## src/rtl/nmd_pkg.sv

```systemverilog
`timescale 1ns / 1ps
// nmd_pkg: shared constants and types for the neighbour-mean denoise core.
// No dependencies; imported by every module of the block.
package nmd_pkg;

    // Fixed field widths
    localparam int COORD_W     = 11;
    localparam int CFG_W       = 12;
    localparam int CFG_INDEX_W = 4;

    // Register indexes
    localparam logic [CFG_INDEX_W-1:0] REG_FRAME_WIDTH  = CFG_INDEX_W'(0);
    localparam logic [CFG_INDEX_W-1:0] REG_FRAME_HEIGHT = CFG_INDEX_W'(1);

    // Reset sizes and limits
    localparam int RESET_FRAME_WIDTH  = 1920;
    localparam int RESET_FRAME_HEIGHT = 1080;
    localparam int MIN_FRAME          = 3;

    // Eight neighbours: mean is a shift by three
    localparam int MEAN_SHIFT = 3;

    // Defaults for top-level parameters
    localparam int DEFAULT_MAX_LINE     = 2048;
    localparam int DEFAULT_CHANNEL_BITS = 8;

    // Result queue depth (room for two pushes while draining one)
    localparam int QUEUE_DEPTH = 4;

    // Push request into the result queue
    typedef struct packed {
        logic push_first;
        logic push_second;
    } nmd_push_t;

endpackage

```

## src/rtl/nmd_out_queue.sv

```systemverilog
`timescale 1ns / 1ps
// nmd_out_queue: small result queue, up to two pushes and one pop per cycle.
// Uses nmd_pkg (QUEUE_DEPTH, nmd_push_t).
module nmd_out_queue #(
    parameter int DATA_W = 2 * nmd_pkg::COORD_W + 3 * nmd_pkg::DEFAULT_CHANNEL_BITS + 2
) (
    input  logic              aclk,
    input  logic              aresetn,
    input  nmd_pkg::nmd_push_t push,
    input  logic [DATA_W-1:0] first_data,
    input  logic [DATA_W-1:0] second_data,
    output logic              room,
    output logic              head_valid,
    input  logic              head_ready,
    output logic [DATA_W-1:0] head_data
);
    import nmd_pkg::*;

    localparam int PTR_W = $clog2(QUEUE_DEPTH);
    localparam int CNT_W = $clog2(QUEUE_DEPTH + 1);

    logic [DATA_W-1:0] entry_reg [QUEUE_DEPTH];
    logic [PTR_W-1:0]  wr_ptr_reg, wr_ptr_next;
    logic [PTR_W-1:0]  rd_ptr_reg, rd_ptr_next;
    logic [CNT_W-1:0]  count_reg, count_next;
    logic              pop;
    logic [1:0]        n_push;

    assign head_valid = (count_reg != '0);
    assign head_data  = entry_reg[rd_ptr_reg];
    assign pop        = head_valid && head_ready;
    // Room for two results regardless of this cycle's pop
    assign room       = (count_reg <= CNT_W'(QUEUE_DEPTH - 2));
    assign n_push     = {1'b0, push.push_first} + {1'b0, push.push_second};

    always_comb begin
        wr_ptr_next = PTR_W'(wr_ptr_reg + PTR_W'(n_push));
        rd_ptr_next = pop ? PTR_W'(rd_ptr_reg + 1'b1) : rd_ptr_reg;
        count_next  = CNT_W'(count_reg + CNT_W'(n_push) - CNT_W'(pop));
    end

    always_ff @(posedge aclk) begin
        if (!aresetn) begin
            wr_ptr_reg <= '0;
            rd_ptr_reg <= '0;
            count_reg  <= '0;
        end else begin
            wr_ptr_reg <= wr_ptr_next;
            rd_ptr_reg <= rd_ptr_next;
            count_reg  <= count_next;
        end
    end

    always_ff @(posedge aclk) begin
        if (push.push_first) begin
            entry_reg[wr_ptr_reg] <= first_data;
        end
        if (push.push_second) begin
            entry_reg[PTR_W'(wr_ptr_reg + 1'b1)] <= second_data;
        end
    end

endmodule

```

## config.mk

```make
export PLATFORM = sky130hd
export DESIGN_NAME = nmd_out_queue
export DESIGN_NICKNAME = d
export VERILOG_FILES = /design/src/rtl/nmd_pkg.sv /design/src/rtl/nmd_out_queue.sv
export SDC_FILE = /design/constraint.sdc
export NUM_CORES = 1
export LEC_CHECK = 0
export ABC_AREA = 1
export BUFFER_PORTS_ARGS = -buffer_cell sky130_fd_sc_hd__buf_2
export CELL_PAD_IN_SITES_DETAIL_PLACEMENT = 0
export CELL_PAD_IN_SITES_GLOBAL_PLACEMENT = 1
export CORE_AREA = 2 2 170 172
export CTS_BUF_LIST = sky130_fd_sc_hd__clkbuf_4
export CTS_CLUSTER_SIZE = 8
export DETAILED_ROUTE_END_ITERATION = 12
export DIE_AREA = 0 0 172 174
export PLACE_DENSITY_LB_ADDON = 0.1
export SLEW_MARGIN = 5
export SYNTH_ARGS = -nofsm -noshare
export SYNTH_HDL_FRONTEND = slang
export SYNTH_SLANG_ARGS = --single-unit
```

## constraint.sdc

```tcl
create_clock -name aclk -period 5.8 [get_ports aclk]
set_clock_uncertainty 0.05 [all_clocks]
set_input_delay 0.29 -clock aclk [delete_from_list [all_inputs] [get_ports aclk]]
set_output_delay 0.29 -clock aclk [all_outputs]
set_load 0.02 [all_outputs]
```

==> metrics list <==
* Busiest grt layer: met2
- Achievable Freq: 304 MHz
* Largest net degree at the start of global routing: 98
- Register-to-register setup slack: 2960 ps
- Clock-pin slew was measured on the worst setup and hold paths at 60 ps.
- Netlist cell types: 24
* Worst Reg2Reg Path Length in Cells: 4
- In the global route stage, overall resource usage came out at 18.8%.
* CP max stage delay: 640 ps
- Predominant post-synthesis flop cell: edfxtp_1
- In this run the critical register-to-register path is launched from wr_ptr_reg[0].
* Biggest area consumer among synthesized cells: edfxtp_1
- Average wire length per cell after detail routing: 16.1 um
- Ranking of synthesized cells by instance count: nand2_1, o21ai_0, edfxtp_1
* Source-to-sink clock delay at the later pin of the worst-skew pair: 660 ps
- The layout has 2817 filler cells.
- At the pin with the least slew margin, the transition time is 1070 ps.
* Number of buffers inserted to repair setup after CTS: 0
- Global routing consumed, on the met1 layer, 23.8% of the routing resources.
* Global-route met2 utilization: 32.6%
- Result of the run: finished clean
- Worst-case clock buffer depth: 3
* Hold wc startpoint: push[1]
- The number of global-route vias before repair came to 8208.
- Layout Nets: 1411
* Initial DRC Count: 437
- The analysis attributes to cell leakage a power of 5.35 nW.
* Type of the worst setup path: flip-flop to output port
- Slew Limit Fails: 0
- Period utilization: 56.7%
* Remaining DRCs: 0
* Number of sinks handled by clock tree synthesis: 201
- Syn nets: 1115
- The congestion estimate from routability-driven global placement came to 0.711.
- After synthesis, flip-flops and latches occupy 61.1% of the total area.
- The min-delay analysis places its worst path in the category primary input to flip-flop.
- Count of flip-flops with a built-in enable after synthesis: 192
- After detailed placement, the total cell area comes to 10700 um^2.
- During placement, the flow inserted port buffers numbering 150.
* Crit-path slowest cell: dfxtp_4
- Number of antenna violations at the first check in global routing: 2
- The worst setup path is captured at an output port.
- Via count: 8247
- The worst hold path terminates at wr_ptr_reg[0].
- Once the floorplan was initialized, standard cells occupied 34.4% of the core.
- Setup repair after global routing missed its margin: false
- The H-tree was split into 2 levels.
* Met3 layer usage reported by global route: 3.76%
- After synthesis, the share of flip-flops with an asynchronous set or reset is 0%.
- STA classifies the critical path startpoint as a flip-flop.
- The total count of hold-check failures in the final report came to 0.
- Yosys attributes the largest share of cell area to edfxtp_1, o21ai_0, nand2_1, o21ai_1, nor2_1.
* Global-route congestion overflow total: 0
* Cells along the critical path: clkinv_2, buf_4, o21ai_0, o22ai_1, buf_2
- Share of final-layout standard cells stronger than drive strength 1: 19.4%
- Area taken by flip-flops and latches: 5950 um^2
* CTS root buffer: clkbuf_4
* Count of mapped cells out of synthesis: 1008
- The worst path in the final design needs a cycle of 3290 ps, including I/O delays and setup.
- Power spread over the standard cell area amounts to 347 nW/um^2.
- After routing the design area is 12900 um^2.
- In this run the worst path has a maximum fanout of 66.
- Maximum ir drop on the vdd rail: 0.148 mV
- The floorplan has 62 rows.
- Synthesized area divided by synthesized cell count: 9.65 um^2
* Largest register FFs: 192
* Detailed Routing Iterations Pass 1: 5
- TritonCTS built the clock tree.
- The routed design has 27900 um of wire.
* Routed Antenna Nets: 0
- Max-cap violations in this run came to 0.
- From left edge to right edge, the die measures 172 um.
* Critical path arrival: 2950 ps
- Pin placement for this block handled 151 I/O pins.
- The area growth from synthesis to layout is 32.2%.
- Setup violations remaining at the end of the flow were counted as 0.
- The die covers 29900 um^2.
- For this run, the number of Yosys warnings is 0.
- The worst register-to-register path ends at entry_reg[0][30].
- Overall die height: 174 um
- The cell area that synthesis handed to floorplanning was 9730 um^2.
* Count of cells along the worst hold path: 5
- In this run, synthesis produced a sequential element count of 201.
- Data on the critical path is required at its endpoint by 5460 ps.
* Slew Limit Headroom: 28.9%
- Total negative slack: 0 ps
- TritonCTS created 57 clock buffers.
* Total area of multi-input combinational cells: 3170 um^2
* Area inside the core boundary: 28200 um^2
- The first global-routing pass estimated 43100 um of wire.
- The design draws 4.46 mW.
* Detailed Place HPWL: 15100 um
* Yosys top cell area share: 59.3%
- Using the TritonRoute via totals, the vias-per-cell ratio works out to 4.76.
layout by cell type (no fill, tap or decap):
| cell type | count |
|---|---|
| o21ai_0 | 208 |
| nand2_1 | 207 |
| edfxtp_1 | 192 |
| buf_2 | 150 |
| dlygate4sd3_1 | 147 |
| nor2_1 | 102 |
| clkbuf_4 | 84 |
| o21ai_1 | 80 |
| inv_1 | 63 |
| o22ai_1 | 48 |
| clkinv_1 | 17 |
| buf_4 | 11 |
| dfxtp_1 | 7 |
| a21oi_1 | 5 |
| ha_1 | 5 |
| inv_2 | 4 |
| nand3_4 | 3 |
| o31ai_4 | 3 |
| nand3_1 | 3 |
| diode_2 | 1 |
| a21boi_0 | 1 |
| nor2_2 | 1 |
| nand2_4 | 1 |
| clkinv_2 | 1 |
| nand2_2 | 1 |
| fa_1 | 1 |
| dfxtp_4 | 1 |
| dfxtp_2 | 1 |
worst max path at each step:
stage / from / end / slack (ps) / depth (start not counted)
3_5_place_dp: push[0] / entry_reg[0][41] / 2900 / 5
3_3_place_gp: push[0] / entry_reg[0][41] / 2930 / 5
5_1_grt: flip-flop / head_data[16] / 2250 / 5
6_report: flip-flop / head_data[28] / 2510 / 5
2_1_floorplan: wr_ptr_reg[1] / entry_reg[3][0] / 1100 / 2
4_1_cts: flip-flop / head_data[46] / 2460 / 5
report_power, final:
group | leakage (nW) | total, mW | switching (mW) | internal [mW]
Clock | 0.417 | 1.26 | 0.604 | 0.657
Sequential | 1.88 | 1.89 | 0.0740 | 1.82
Combinational | 3.05 | 1.31 | 0.874 | 0.433
metrics by stage:
stage	util, %	worst slack, ps	hold slack, ps	instances
after floorplan	-	1100	333	1008
after global placement	37.9	2930	430	1482
after detailed placement	37.9	2900	428	1482
after CTS	45.5	2460	13.4	1731
after global routing	45.5	2250	71.2	1732
final	45.5	2510	60.2	1732
cells by family (layout without fill, tap and decap cells):
family                     Yosys count  in the layout  share of synthesized area (%)
buffers and inverters              138            477                           7.00
adders and majority gates            6              6                          0.849
DFF                                201            201                           61.1
AOI/OAI and AO/OA                  345            345                           18.5
other                                0              1                              0
and+or+nand+nor                    318            318                           12.6
critical path: cells and delay by family (launching register included):
kind	cells	cell delay (ps)
AOI/OAI and AO/OA	2	430
DFF	1	640
buffers and inverters	3	1150
routing by layer:
layer  vias up  share of wire (%)
li1       4167                  -
met1      3824                 44
met2       209                 49
met3        45                5.0
met4         2                1.7
met5         -              0.047
final cells by class:
type	count	area share, %
Antenna cell	1	0.0195
Clock buffer	84	4.90
Clock inverter	18	0.525
Inverter	67	1.97
Multi-Input combinational cell	669	24.7
Sequential cell	201	46.3
Tap cell	384	3.74
Timing Repair Buffer	308	17.9
repair_timing:
| action | in CTS | in global routing |
|---|---|---|
| endpoints found under the hold margin | 201 | 0 |
| hold buffers | 147 | 0 |
| gates resized for setup | 0 | 0 |
Note: power is estimated with default switching activity, not from simulation.
